===== src/design/spr_anim_pkg.sv =====
// Shared types, constants and codes for the sprite animation sequencer.
`timescale 1ns / 1ps
package spr_anim_pkg;

    localparam int MAX_ANIMATIONS = 16;
    localparam int QUEUE_DEPTH    = 8;
    localparam int ANIM_W   = $clog2(MAX_ANIMATIONS);
    localparam int COUNT_W  = $clog2(MAX_ANIMATIONS + 1);
    localparam int QIDX_W   = $clog2(QUEUE_DEPTH);
    localparam int FILL_W   = $clog2(QUEUE_DEPTH + 1);
    localparam int FRAME_W  = 10;
    localparam int PIX_W    = 16;
    localparam int DIM_W    = 9;
    localparam int SHEET_W  = 7;
    localparam int LOOP_W   = 8;
    localparam int STEP_W   = $clog2(FRAME_W);
    localparam int CFG_IDX_W = 2;

    // Item kinds
    localparam logic [1:0] KIND_TICK   = 2'd0;
    localparam logic [1:0] KIND_PLAY   = 2'd1;
    localparam logic [1:0] KIND_QUEUE  = 2'd2;
    localparam logic [1:0] KIND_DEFINE = 2'd3;

    // Result status codes
    localparam logic [1:0] ST_OK      = 2'd0;
    localparam logic [1:0] ST_INVALID = 2'd1;
    localparam logic [1:0] ST_FULL    = 2'd2;
    localparam logic [1:0] ST_OFF     = 2'd3;

    // Configuration register indexes
    localparam logic [CFG_IDX_W-1:0] CFG_FRAME_WIDTH   = 2'd0;
    localparam logic [CFG_IDX_W-1:0] CFG_FRAME_HEIGHT  = 2'd1;
    localparam logic [CFG_IDX_W-1:0] CFG_SHEET_COLUMNS = 2'd2;
    localparam logic [CFG_IDX_W-1:0] CFG_SHEET_ROWS    = 2'd3;

    // Ticks per frame advance, minus one
    localparam logic [1:0] TICK_LAST = 2'd2;

    typedef struct packed {
        logic [1:0]         kind;
        logic [ANIM_W-1:0]  anim_id;
        logic [LOOP_W-1:0]  loop_count;
        logic [FRAME_W-1:0] first_frame;
        logic [FRAME_W-1:0] last_frame;
    } t_item;

    typedef struct packed {
        logic [PIX_W-1:0]   src_x;
        logic [PIX_W-1:0]   src_y;
        logic [FRAME_W-1:0] frame_number;
        logic [ANIM_W-1:0]  current_anim;
        logic               frame_changed;
        logic [1:0]         status;
    } t_result;

    typedef struct packed {
        logic capture;
        logic exec;
        logic load;
        logic div_init;
        logic div_step;
        logic mul;
        logic emit;
    } t_cmd;

    typedef enum logic [2:0] {
        S_IDLE,
        S_EXEC,
        S_LOAD,
        S_DINIT,
        S_DIV,
        S_MUL,
        S_EMIT
    } t_state;

endpackage


===== src/design/sprite_animation_sequencer_top.sv =====
// Top level of the sprite animation sequencer: controller plus datapath.
`timescale 1ns / 1ps
// Usage:
//   Items enter on i_item and are taken at a rising edge with start high and
//   busy low. Kinds: tick, play, queue, define. Every item yields exactly one
//   result on o_result, marked by o_valid for a single cycle; the receiver
//   must take it then, there is no stall path.
//   After acceptance busy stays high through update, first-frame load,
//   divider setup, the bit-serial frame/columns divider, one scaling
//   multiply and the output state; the registered result strobe follows.
//   A new item may be accepted in the cycle the previous result is shown.
//   Configuration: i_cfg_valid / o_cfg_ready with i_cfg_index and i_cfg_data
//   write frame width, frame height, sheet columns and sheet rows. Ready is
//   always high; write only while no item is in flight.
//   Reset (i_rst_n low, synchronous): registers return to 32/32/8/8, the
//   frame, animation, tick phase, table count and queue are cleared. The
//   table and queue contents are not cleared; only written entries are read.
module sprite_animation_sequencer_top (
    input  logic                                i_clk,
    input  logic                                i_rst_n,
    input  logic                                start,
    output logic                                busy,
    input  spr_anim_pkg::t_item                 i_item,
    output spr_anim_pkg::t_result               o_result,
    output logic                                o_valid,
    input  logic                                i_cfg_valid,
    output logic                                o_cfg_ready,
    input  logic [spr_anim_pkg::CFG_IDX_W-1:0]  i_cfg_index,
    input  logic [spr_anim_pkg::DIM_W-1:0]      i_cfg_data
);

    spr_anim_pkg::t_cmd cmd;

    // config writes never wait
    assign o_cfg_ready = 1'b1;

    spr_anim_ctrl u_ctrl (
        .i_clk   (i_clk),
        .i_rst_n (i_rst_n),
        .start   (start),
        .busy    (busy),
        .o_cmd   (cmd)
    );

    spr_anim_dp u_dp (
        .i_clk       (i_clk),
        .i_rst_n     (i_rst_n),
        .i_cmd       (cmd),
        .i_item      (i_item),
        .i_cfg_we    (i_cfg_valid & o_cfg_ready),
        .i_cfg_index (i_cfg_index),
        .i_cfg_data  (i_cfg_data),
        .o_result    (o_result),
        .o_valid     (o_valid)
    );

endmodule


===== src/design/spr_anim_ctrl.sv =====
// Sequencing state machine: steps each item through update, divide, scale, emit.
`timescale 1ns / 1ps
module spr_anim_ctrl (
    input  logic                 i_clk,
    input  logic                 i_rst_n,
    input  logic                 start,
    output logic                 busy,
    output spr_anim_pkg::t_cmd   o_cmd
);

    spr_anim_pkg::t_state r_state, n_state;
    logic [spr_anim_pkg::STEP_W-1:0] r_step, n_step;

    always_ff @(posedge i_clk) begin
        if (!i_rst_n) begin
            r_state <= spr_anim_pkg::S_IDLE;
            r_step  <= '0;
        end else begin
            r_state <= n_state;
            r_step  <= n_step;
        end
    end

    // next state
    always_comb begin
        n_state = r_state;
        n_step  = r_step;
        case (r_state)
            spr_anim_pkg::S_IDLE: begin
                if (start) n_state = spr_anim_pkg::S_EXEC;
            end
            spr_anim_pkg::S_EXEC:  n_state = spr_anim_pkg::S_LOAD;
            spr_anim_pkg::S_LOAD:  n_state = spr_anim_pkg::S_DINIT;
            spr_anim_pkg::S_DINIT: begin
                n_state = spr_anim_pkg::S_DIV;
                n_step  = '0;
            end
            spr_anim_pkg::S_DIV: begin
                if (r_step == spr_anim_pkg::STEP_W'(spr_anim_pkg::FRAME_W - 1)) begin
                    n_state = spr_anim_pkg::S_MUL;
                end else begin
                    n_step = r_step + 1'b1;
                end
            end
            spr_anim_pkg::S_MUL:  n_state = spr_anim_pkg::S_EMIT;
            spr_anim_pkg::S_EMIT: n_state = spr_anim_pkg::S_IDLE;
            default:              n_state = spr_anim_pkg::S_IDLE;
        endcase
    end

    // outputs
    always_comb begin
        o_cmd = '0;
        busy  = 1'b1;
        case (r_state)
            spr_anim_pkg::S_IDLE: begin
                busy          = 1'b0;
                o_cmd.capture = start;
            end
            spr_anim_pkg::S_EXEC:  o_cmd.exec     = 1'b1;
            spr_anim_pkg::S_LOAD:  o_cmd.load     = 1'b1;
            spr_anim_pkg::S_DINIT: o_cmd.div_init = 1'b1;
            spr_anim_pkg::S_DIV:   o_cmd.div_step = 1'b1;
            spr_anim_pkg::S_MUL:   o_cmd.mul      = 1'b1;
            spr_anim_pkg::S_EMIT:  o_cmd.emit     = 1'b1;
            default:               busy           = 1'b1;
        endcase
    end

endmodule


===== src/design/spr_anim_dp.sv =====
// Datapath: config registers, animation table, loop queue, divider and scaler.
`timescale 1ns / 1ps
module spr_anim_dp (
    input  logic                                i_clk,
    input  logic                                i_rst_n,
    input  spr_anim_pkg::t_cmd                  i_cmd,
    input  spr_anim_pkg::t_item                 i_item,
    input  logic                                i_cfg_we,
    input  logic [spr_anim_pkg::CFG_IDX_W-1:0]  i_cfg_index,
    input  logic [spr_anim_pkg::DIM_W-1:0]      i_cfg_data,
    output spr_anim_pkg::t_result               o_result,
    output logic                                o_valid
);

    localparam int AW = spr_anim_pkg::ANIM_W;
    localparam int CW = spr_anim_pkg::COUNT_W;
    localparam int QW = spr_anim_pkg::QIDX_W;
    localparam int FW = spr_anim_pkg::FILL_W;
    localparam int NW = spr_anim_pkg::FRAME_W;
    localparam int SW = spr_anim_pkg::SHEET_W;
    localparam int DW = spr_anim_pkg::DIM_W;
    localparam int PW = spr_anim_pkg::PIX_W;
    localparam int LW = spr_anim_pkg::LOOP_W;

    // configuration
    logic [DW-1:0] r_frame_width, r_frame_height;
    logic [SW-1:0] r_sheet_cols, r_sheet_rows;

    always_ff @(posedge i_clk) begin
        if (!i_rst_n) begin
            r_frame_width  <= DW'(32);
            r_frame_height <= DW'(32);
            r_sheet_cols   <= SW'(8);
            r_sheet_rows   <= SW'(8);
        end else if (i_cfg_we) begin
            case (i_cfg_index)
                spr_anim_pkg::CFG_FRAME_WIDTH:   r_frame_width  <= i_cfg_data;
                spr_anim_pkg::CFG_FRAME_HEIGHT:  r_frame_height <= i_cfg_data;
                spr_anim_pkg::CFG_SHEET_COLUMNS: r_sheet_cols   <= i_cfg_data[SW-1:0];
                spr_anim_pkg::CFG_SHEET_ROWS:    r_sheet_rows   <= i_cfg_data[SW-1:0];
                default: ;
            endcase
        end
    end

    // item and sequencing state
    spr_anim_pkg::t_item r_item;
    logic [1:0]    r_tick_phase, n_tick_phase;
    logic [NW-1:0] r_frame_now,  n_frame_now;
    logic [AW-1:0] r_anim_now,   n_anim_now;
    logic [CW-1:0] r_anim_count, n_anim_count;
    logic [QW-1:0] r_q_head,     n_q_head;
    logic [FW-1:0] r_q_fill,     n_q_fill;
    logic          r_wrap,       n_wrap;
    logic          r_changed,    n_changed;
    logic [1:0]    r_status,     n_status;

    logic [NW-1:0] r_tab_first [spr_anim_pkg::MAX_ANIMATIONS];
    logic [NW-1:0] r_tab_last  [spr_anim_pkg::MAX_ANIMATIONS];
    logic [AW-1:0] r_q_anim    [spr_anim_pkg::QUEUE_DEPTH];
    logic [LW-1:0] r_q_loops   [spr_anim_pkg::QUEUE_DEPTH];

    // undefined animations read as frames 0..0
    logic          cur_defined;
    logic [NW-1:0] cur_first, cur_last;
    logic [NW:0]   next_frame;
    logic [QW-1:0] head_inc, q_slot;
    logic [LW-1:0] head_loops;

    // table / queue write controls
    logic          tab_we, q_we, q_dec;
    logic [QW-1:0] q_waddr;

    assign cur_defined = {{(CW-AW){1'b0}}, r_anim_now} < r_anim_count;
    assign cur_first   = cur_defined ? r_tab_first[r_anim_now] : '0;
    assign cur_last    = cur_defined ? r_tab_last[r_anim_now]  : '0;
    assign next_frame  = {1'b0, r_frame_now} + 1'b1;
    assign head_inc    = r_q_head + 1'b1;
    assign q_slot      = r_q_head + r_q_fill[QW-1:0];
    assign head_loops  = r_q_loops[r_q_head];

    always_comb begin
        n_tick_phase = r_tick_phase;
        n_frame_now  = r_frame_now;
        n_anim_now   = r_anim_now;
        n_anim_count = r_anim_count;
        n_q_head     = r_q_head;
        n_q_fill     = r_q_fill;
        n_wrap       = r_wrap;
        n_changed    = r_changed;
        n_status     = r_status;
        tab_we       = 1'b0;
        q_we         = 1'b0;
        q_dec        = 1'b0;
        q_waddr      = q_slot;
        if (i_cmd.exec) begin
            n_wrap    = 1'b0;
            n_changed = 1'b0;
            n_status  = spr_anim_pkg::ST_OK;
            case (r_item.kind)
                spr_anim_pkg::KIND_TICK: begin
                    if (r_tick_phase < spr_anim_pkg::TICK_LAST) begin
                        n_tick_phase = r_tick_phase + 1'b1;
                    end else begin
                        n_tick_phase = '0;
                        n_changed    = 1'b1;
                        if (next_frame > {1'b0, cur_last}) begin
                            n_wrap = 1'b1;
                            if (r_q_fill != '0) begin
                                // zero loop count plays forever
                                if (head_loops != '0) begin
                                    q_dec = 1'b1;
                                    if (head_loops == LW'(1)) begin
                                        n_q_head = head_inc;
                                        n_q_fill = r_q_fill - 1'b1;
                                    end
                                end
                                if (n_q_fill != '0) n_anim_now = r_q_anim[n_q_head];
                            end
                        end else begin
                            n_frame_now = next_frame[NW-1:0];
                        end
                    end
                end
                spr_anim_pkg::KIND_PLAY: begin
                    if ({{(CW-AW){1'b0}}, r_item.anim_id} >= r_anim_count) begin
                        n_status = spr_anim_pkg::ST_INVALID;
                    end else begin
                        n_q_head   = '0;
                        n_q_fill   = FW'(1);
                        q_we       = 1'b1;
                        q_waddr    = '0;
                        n_anim_now = r_item.anim_id;
                        n_wrap     = 1'b1;
                        n_changed  = 1'b1;
                    end
                end
                spr_anim_pkg::KIND_QUEUE: begin
                    if (r_q_fill >= FW'(spr_anim_pkg::QUEUE_DEPTH)) begin
                        n_status = spr_anim_pkg::ST_FULL;
                    end else begin
                        q_we     = 1'b1;
                        n_q_fill = r_q_fill + 1'b1;
                    end
                end
                spr_anim_pkg::KIND_DEFINE: begin
                    if (r_anim_count >= CW'(spr_anim_pkg::MAX_ANIMATIONS)) begin
                        n_status = spr_anim_pkg::ST_FULL;
                    end else begin
                        tab_we       = 1'b1;
                        n_anim_count = r_anim_count + 1'b1;
                    end
                end
                default: ;
            endcase
        end
        // jump to the first frame of the (possibly new) current animation
        if (i_cmd.load && r_wrap) n_frame_now = cur_first;
    end

    always_ff @(posedge i_clk) begin
        if (!i_rst_n) begin
            r_tick_phase <= '0;
            r_frame_now  <= '0;
            r_anim_now   <= '0;
            r_anim_count <= '0;
            r_q_head     <= '0;
            r_q_fill     <= '0;
            r_wrap       <= 1'b0;
            r_changed    <= 1'b0;
            r_status     <= spr_anim_pkg::ST_OK;
        end else begin
            r_tick_phase <= n_tick_phase;
            r_frame_now  <= n_frame_now;
            r_anim_now   <= n_anim_now;
            r_anim_count <= n_anim_count;
            r_q_head     <= n_q_head;
            r_q_fill     <= n_q_fill;
            r_wrap       <= n_wrap;
            r_changed    <= n_changed;
            r_status     <= n_status;
        end
    end

    always_ff @(posedge i_clk) begin
        if (i_cmd.capture) r_item <= i_item;
        if (tab_we) begin
            r_tab_first[r_anim_count[AW-1:0]] <= r_item.first_frame;
            r_tab_last[r_anim_count[AW-1:0]]  <= r_item.last_frame;
        end
        if (q_we) begin
            r_q_anim[q_waddr]  <= r_item.anim_id;
            r_q_loops[q_waddr] <= r_item.loop_count;
        end else if (q_dec) begin
            r_q_loops[r_q_head] <= head_loops - 1'b1;
        end
    end

    // restoring divide of frame by columns, one quotient bit per cycle
    logic [SW-1:0] cols_eff;
    logic [NW-1:0] r_quo;
    logic [SW-1:0] r_rem;
    logic [SW:0]   div_trial;
    logic          div_ge;

    assign cols_eff  = (r_sheet_cols == '0) ? SW'(1) : r_sheet_cols;
    assign div_trial = {r_rem, r_quo[NW-1]};
    assign div_ge    = div_trial >= {1'b0, cols_eff};

    always_ff @(posedge i_clk) begin
        if (i_cmd.div_init) begin
            r_quo <= r_frame_now;
            r_rem <= '0;
        end else if (i_cmd.div_step) begin
            r_quo <= {r_quo[NW-2:0], div_ge};
            if (div_ge) begin
                r_rem <= SW'(div_trial - {1'b0, cols_eff});
            end else begin
                r_rem <= div_trial[SW-1:0];
            end
        end
    end

    // scale column and inverted row to pixels
    logic [PW-1:0] r_sx, r_sy;
    logic          r_off;
    logic          row_off;
    logic [SW-1:0] inv_row;

    assign row_off = r_quo >= {{(NW-SW){1'b0}}, r_sheet_rows};
    assign inv_row = r_sheet_rows - SW'(1) - r_quo[SW-1:0];

    always_ff @(posedge i_clk) begin
        if (i_cmd.mul) begin
            r_sx  <= {{(PW-SW){1'b0}}, r_rem} * {{(PW-DW){1'b0}}, r_frame_width};
            r_off <= row_off;
            if (row_off) begin
                r_sy <= '0;
            end else begin
                r_sy <= {{(PW-SW){1'b0}}, inv_row} * {{(PW-DW){1'b0}}, r_frame_height};
            end
        end
    end

    // output register, one-cycle strobe
    always_ff @(posedge i_clk) begin
        if (!i_rst_n) begin
            o_valid <= 1'b0;
        end else begin
            o_valid <= i_cmd.emit;
        end
    end

    always_ff @(posedge i_clk) begin
        if (i_cmd.emit) begin
            o_result.src_x         <= r_sx;
            o_result.src_y         <= r_sy;
            o_result.frame_number  <= r_frame_now;
            o_result.current_anim  <= r_anim_now;
            o_result.frame_changed <= r_changed;
            o_result.status        <= (r_changed && r_off) ? spr_anim_pkg::ST_OFF : r_status;
        end
    end

endmodule

===== config.mk =====
export PLATFORM = sky130hd
export DESIGN_NAME = sprite_animation_sequencer_top
export DESIGN_NICKNAME = d
export VERILOG_FILES = /design/src/design/spr_anim_pkg.sv /design/src/design/sprite_animation_sequencer_top.sv /design/src/design/spr_anim_ctrl.sv /design/src/design/spr_anim_dp.sv
export SDC_FILE = /design/constraint.sdc
export NUM_CORES = 1
export LEC_CHECK = 0
export ABC_CLOCK_PERIOD_IN_PS = 16600
export BUFFER_PORTS_ARGS = -buffer_cell sky130_fd_sc_hd__buf_2
export CORE_UTILIZATION = 35
export DETAILED_ROUTE_END_ITERATION = 16
export PLACE_DENSITY = 0.47
export SYNTH_ARGS = -nofsm -noshare
export SYNTH_HDL_FRONTEND = slang
export SYNTH_SLANG_ARGS = --single-unit

===== constraint.sdc =====
create_clock -name i_clk -period 16.6 [get_ports i_clk]
set_input_delay 0.83 -clock i_clk [delete_from_list [all_inputs] [get_ports i_clk]]
set_output_delay 0.83 -clock i_clk [all_outputs]
set_load 0.005 [all_outputs]

Word level (Yosys, flattened, before mapping)
Memories as Yosys holds them, arrays and structs flattened. A register that Yosys moved wholly into a read port is not among the register bits.
Index checks and enable logic that the tools add are counted.
W data, S select, Z words.
{"block": "word_totals", "regBits": 205, "ramBits": 416, "in_bits": 49, "output_inout_bits": 52, "mem_count": 4}
{"name": "u_dp.r_tab_first", "depth": 16, "width": 10, "read_ports": 1, "rd_clocked_by_memory_dff": 1, "wr": 1, "line_no": "spr_anim_dp.sv:58", "source": "logic [NW-1:0] r_tab_first [spr_anim_pkg::MAX_ANIMATIONS];"}
{"name": "u_dp.r_tab_last", "depth": 16, "width": 10, "read_ports": 1, "rd_clocked_by_memory_dff": 1, "wr": 1, "line_no": "spr_anim_dp.sv:59", "source": "logic [NW-1:0] r_tab_last [spr_anim_pkg::MAX_ANIMATIONS];"}
{"name": "u_dp.r_q_loops", "depth": 8, "width": 8, "read_ports": 1, "rd_clocked_by_memory_dff": 1, "wr": 1, "line_no": "spr_anim_dp.sv:61", "source": "logic [LW-1:0] r_q_loops [spr_anim_pkg::QUEUE_DEPTH];"}
{"name": "u_dp.r_q_anim", "depth": 8, "width": 4, "read_ports": 1, "rd_clocked_by_memory_dff": 0, "wr": 1, "line_no": "spr_anim_dp.sv:60", "source": "logic [AW-1:0] r_q_anim [spr_anim_pkg::QUEUE_DEPTH];"}
{"block": "classes", "add_sub_neg": 12, "mul": 2, "n_lt_le_gt_ge": 8, "n_eq_ne": 25, "n_mux": 97, "n_bitwise": 1, "n_reduce_logical": 28}
{"operator": "$mux W10", "n": 9}
{"operator": "$mux W4", "n": 22}
{"operator": "$mux W3", "n": 19}
{"operator": "$mul A7 B9 Y16", "n": 2}
{"operator": "$mux W1", "n": 32}
{"operator": "$pmux W3 S6", "n": 1}
{"operator": "$pmux W4 S2", "n": 2}
{"operator": "$mux W7", "n": 2}
{"operator": "$ne A2 B2 Y1 const B", "n": 7}
{"operator": "$reduce_and A2 Y1", "n": 7}
{"operator": "$reduce_and A7 Y1", "n": 2}
{"operator": "$sub A7 B7 Y7", "n": 2}
{"operator": "$pmux W4 S3", "n": 1}
{"operator": "$add A10 B1 Y11 const B", "n": 1}
{"operator": "$gt A11 B10 Y1", "n": 1}
{"operator": "$ge A10 B7 Y1", "n": 1}
{"operator": "$reduce_bool A2 Y1", "n": 5}
{"operator": "$eq A3 B3 Y1 const B", "n": 3}
{"operator": "$add A4 B1 Y4 const B", "n": 2}
{"operator": "$eq A2 B2 Y1 const B", "n": 4}
{"operator": "$eq A8 B1 Y1 const B", "n": 1}
{"operator": "$ge A8 B7 Y1", "n": 1}
{"operator": "$mux W8", "n": 1}
{"operator": "$ne A2 B1 Y1 const B", "n": 4}
{"operator": "other kinds (32)", "n": 41}

Longest topological paths before layout
{"block": "depth", "word_depth": 16, "mapped_depth": 27}

Modules after synthesis
From an unflattened synthesis, not the netlist that was laid out.
{"block": "hier_totals", "cells_unflattened": 2056, "area_unflattened_um2": 30037.6}
{"mod": "spr_anim_dp", "n_inst": 1, "cells_each": 2008, "area_per_inst_um2": 29632.2}
{"mod": "spr_anim_ctrl", "n_inst": 1, "cells_each": 46, "area_per_inst_um2": 394.1}
{"mod": "sprite_animation_sequencer_top", "n_inst": 1, "cells_each": 2, "area_per_inst_um2": 11.3}

Worst setup path after synthesis
OpenSTA, ideal clock, no wires.
{"block": "synth_path", "path_kind": "register to register", "from": "register u_dp.r_quo[0]", "to": "register u_dp.r_sy[14], data pin", "t_arrival_ns": 5.317, "required_time_ns": 16.343, "setup_slack_ns": 11.027, "stages_incl_launch_ff": 27, "n_path_buf": 0, "synth_period_minus_slack_ns": 5.573, "path_cell_list": "edfxtp_1 > inv_1 > ha_1 > inv_1 > fa_1 > inv_1 > a21o_1 > a21oi_1 > o21bai_1 > a21oi_1 > xnor2_1 > nand2_1 > fa_1 > fa_1 > inv_1 > fa_1 > inv_1 > fa_1 > inv_1 > ha_1 > a21o_1 > a21o_1 > a21oi_1 > o21ai_0 > o41ai_1 > xor2_1 > nor2_1"}
{"block": "synth_between", "elab_chain_len": 2, "word_cells_on_any_way": 3}
{"item": "start, declared", "line_no": "spr_anim_dp.sv:201", "source": "logic [NW-1:0] r_quo;"}
{"item": "start signal, assigned", "line_no": "spr_anim_dp.sv:212", "source": "r_quo <= r_frame_now;"}
{"item": "start signal, assigned", "line_no": "spr_anim_dp.sv:215", "source": "r_quo <= {r_quo[NW-2:0], div_ge};"}
{"item": "$sub A7 B7 Y7", "line_no": "spr_anim_dp.sv:231", "source": "assign inv_row = r_sheet_rows - SW'(1) - r_quo[SW-1:0];"}
{"item": "$mul A7 B9 Y16", "line_no": "spr_anim_dp.sv:240", "source": "r_sy <= {{(PW-SW){1'b0}}, inv_row} * {{(PW-DW){1'b0}}, r_frame_height};"}
{"item": "end signal, assigned", "line_no": "spr_anim_dp.sv:240"}
{"item": "end, declared", "line_no": "spr_anim_dp.sv:225", "source": "logic [PW-1:0] r_sx, r_sy;"}
Several ways; a longest one is shown, not always the timed one.
A chain may end at the register's enable or synchronous reset.

==> out/summary.txt <==
YS warnings: 0
Overflow after GRT: 0
register area share after synthesis: 61.2%
Avg Vias per Cell: 5.07
Worst EP arrival: 6.75 ns
Setup TNS Final: 0 ns
Max stage delay cell, worst path: or4_1
Design Power: 3.78 mW
initial antenna violation count: 0
crit path cell chain: buf_4 > buf_4 > mux4_2 > mux4_2 > and2_1 > ha_1 > nor2b_1 > o211ai_1 > a21oi_1 > o21a_1 > o21ai_0 > or4_1 > or2_2 > o22ai_1
cts hold-fix bufs: 0
CP endpoint kind: register
Yosys top cell area share: 55.4%
first drt pass iteration count: 5
Critical Path Max Stage Delay: 0.78 ns
CTS tree: yes
gr usage total: 16.4%
Layout fillers: 7583
antenna-violating nets left: 0
Worst Path Buf+Inv: 2
Ports: 101
Post-synth top flop: edfxtp_1
Post-Synthesis Cells: 1956
Crit Path Category: register to register
post-CTS sizing: 0
Setup crit start kind: register
syn avg cell area: 15.0 um2
CP max FO: 39
GP Congestion: 0.791
HP Class: input port to register
Slew Viols, Final: 0
synthesized area: 29400 um2
status: finished clean
vias in the first global route: 17000
first-pass GRT wire length: 105000 um
Yosys reg bits: 628
Clock Path Buffers: 3
DR vias: 16300
area of the multi-input gates: 10700 um2
number of port buffers: 99
number of synthesized flops with an enable pin: 542
fmax: 153 MHz
initial drt markers: 838
pin count of the biggest net entering global routing: 59
final worst-path cycle share: 39.3%
post-detail-place hpwl: 43800 um
row count: 105
final hold violation count: 0
Power per Cell Area: 112 nW/um2
DIE AREA: 85200 um2
Root Driver: clkbuf_16
Nets: 2324
setup violators final: 0
cell family with most CP delay: simple AND/OR/NAND/NOR gates
wire per inst: 21.4 um
clock transition at the registers of the reported paths: 0.06 ns
drt total wl: 68700 um
Floorplan Core Area: 82600 um2
Layout area overhead: 14.7%
top-count cell post-synth: edfxtp_1
share of cells above drive strength 1: 19.3%
register area: 18000 um2
post-CTS setup buffers: 0
Synth top cells by count: 542 x edfxtp_1, 135 x inv_1, 127 x nand2_1
RSZ-0062 raised after global routing: false
ANT cells: 0
DIE HEIGHT: 292 um
CTS buffer count: 75
relative max-transition margin: 13.7%
Worst-Margin Slew: 1.28 ns
Leakage: 12.1 nW
Yosys top cell by area: edfxtp_1
post-layout min period: 6.52 ns
worst skew pair latency: 0.63 ns
top post-synthesis cells by area: edfxtp_1 55%, mux4_2 9.3%, dfxtp_1 5.9%
final routed DRC violation total: 0
Max VDD drop: 0.0700 mV
H-tree depth: 3
Die Wd: 292 um
Starting Density: 35.6%
Worst EP required: 16.83 ns
count of different cell masters after synthesis: 65
FFs w/ async S/R, synth: 0%
syn_nets: 2198
clk sinks: 628
skew final: 0.0286 ns
max cap viols: 0
-- worst paths after layout --
| kind | startpoint | to | slack (ns) | cells past startpoint |
|---|---|---|---|---|
| hold / removal | i_item[2] | u_dp.r_item[2]$_DFFE_PP_ | 0.38 | 1 |
| setup / recovery | register | u_dp.r_q_loops[7][3]$_DFFE_PP_ | 10.08 | 14 |
| setup reg to reg | register | u_dp.r_q_loops[7][3]$_DFFE_PP_ | 10.08 | 14 |
| hold reg to reg | u_dp.r_sx[8]$_DFFE_PN_ | u_dp.o_result[41]$_DFFE_PP_ | 0.42 | 0 |
-- sequential cells by signal, summed over array words and instances (netlist names), 9 cells and up, named ones only --
| name | count |
|---|---|
| u_dp.r_sy | 16 |
| u_dp.r_frame_now | 10 |
| u_dp.r_tab_first | 160 |
| u_dp.r_quo | 10 |
| u_dp.r_frame_width | 9 |
| u_dp.r_frame_height | 9 |
| u_dp.r_sx | 16 |
| u_dp.r_q_anim | 32 |
| u_dp.r_tab_last | 160 |
| u_dp.o_result | 49 |
| u_dp.r_q_loops | 64 |
| u_dp.r_item | 34 |
-- placed cells by master, fill, tap and decap left out, drive strengths merged, types with 8 or more instances in the layout --
cell and count:
nand2b 23, fa 71, o22ai 8, nand2 127
edfxtp 542, buf 122, o21bai 9, a211oi 14
nand3 29, a31oi 8, a21oi 70, xnor2 38
mux4 123, nor2b 14, and2 68, dfxtp 86
xor2 26, mux2 19, and3 12, clkbuf 92
o21ai 37, inv 137, nor3 24, a21o 23
nor2 120, clkinv 34, ha 122, mux2i 53
-- report_power, final --
group / total (mW) / internal [mW] / switching, mW / leakage, nW
Combinational: 0.317 / 0.131 / 0.186 / 5.31
Clock: 1.65 / 0.981 / 0.665 / 1.22
Sequential: 1.82 / 1.76 / 0.0625 / 5.60
-- area by class of cell --
cell class | count | share of cell area (%)
Clock buffer | 92 | 5.97
Clock inverter | 44 | 1.45
Inverter | 136 | 1.51
Multi-Input combinational cell | 1119 | 31.7
Sequential cell | 628 | 53.4
Tap cell | 1070 | 3.97
Timing Repair Buffer | 122 | 1.98
-- per-layer routing --
metal	routed length (um)	part of all wire (%)	GRT usage [%]
met1	30700	45	21.6
met2	34200	50	28.0
met3	2150	3.1	2.76
met4	1630	2.4	4.31
met5	0	0	0
-- per-stage QoR --
| stage | utilization, % | hold WS (ns) | instances | setup slack [ns] | area (um2) |
|---|---|---|---|---|---|
| 6_report | 40.8 | 0.378 | 3211 | 10.08 | 33700 |
| 5_1_grt | 40.8 | 0.336 | 3211 | 9.61 | 33700 |
| 4_1_cts | 40.8 | 0.329 | 3211 | 9.88 | 33700 |
| 3_5_place_dp | 37.8 | 0.407 | 3075 | 9.91 | 31200 |
| 3_3_place_gp | 37.8 | 0.403 | 3075 | 9.99 | 31200 |
| 2_1_floorplan | - | 0.400 | 1956 | 11.03 | 29400 |
-- cells by family after synthesis --
| kind of cell | after synthesis | synth area share, % |
|---|---|---|
| other | 1 | 0.0128 |
| and+or+nand+nor | 460 | 7.65 |
| DFF | 628 | 61.2 |
| AOI/OAI and AO/OA | 206 | 4.47 |
| xor gates and xnor gates | 64 | 1.91 |
| muxes | 195 | 12.0 |
| adders and majority gates | 193 | 10.0 |
| buffers and inverters | 209 | 2.75 |
(Power assumes the default switching activity.)
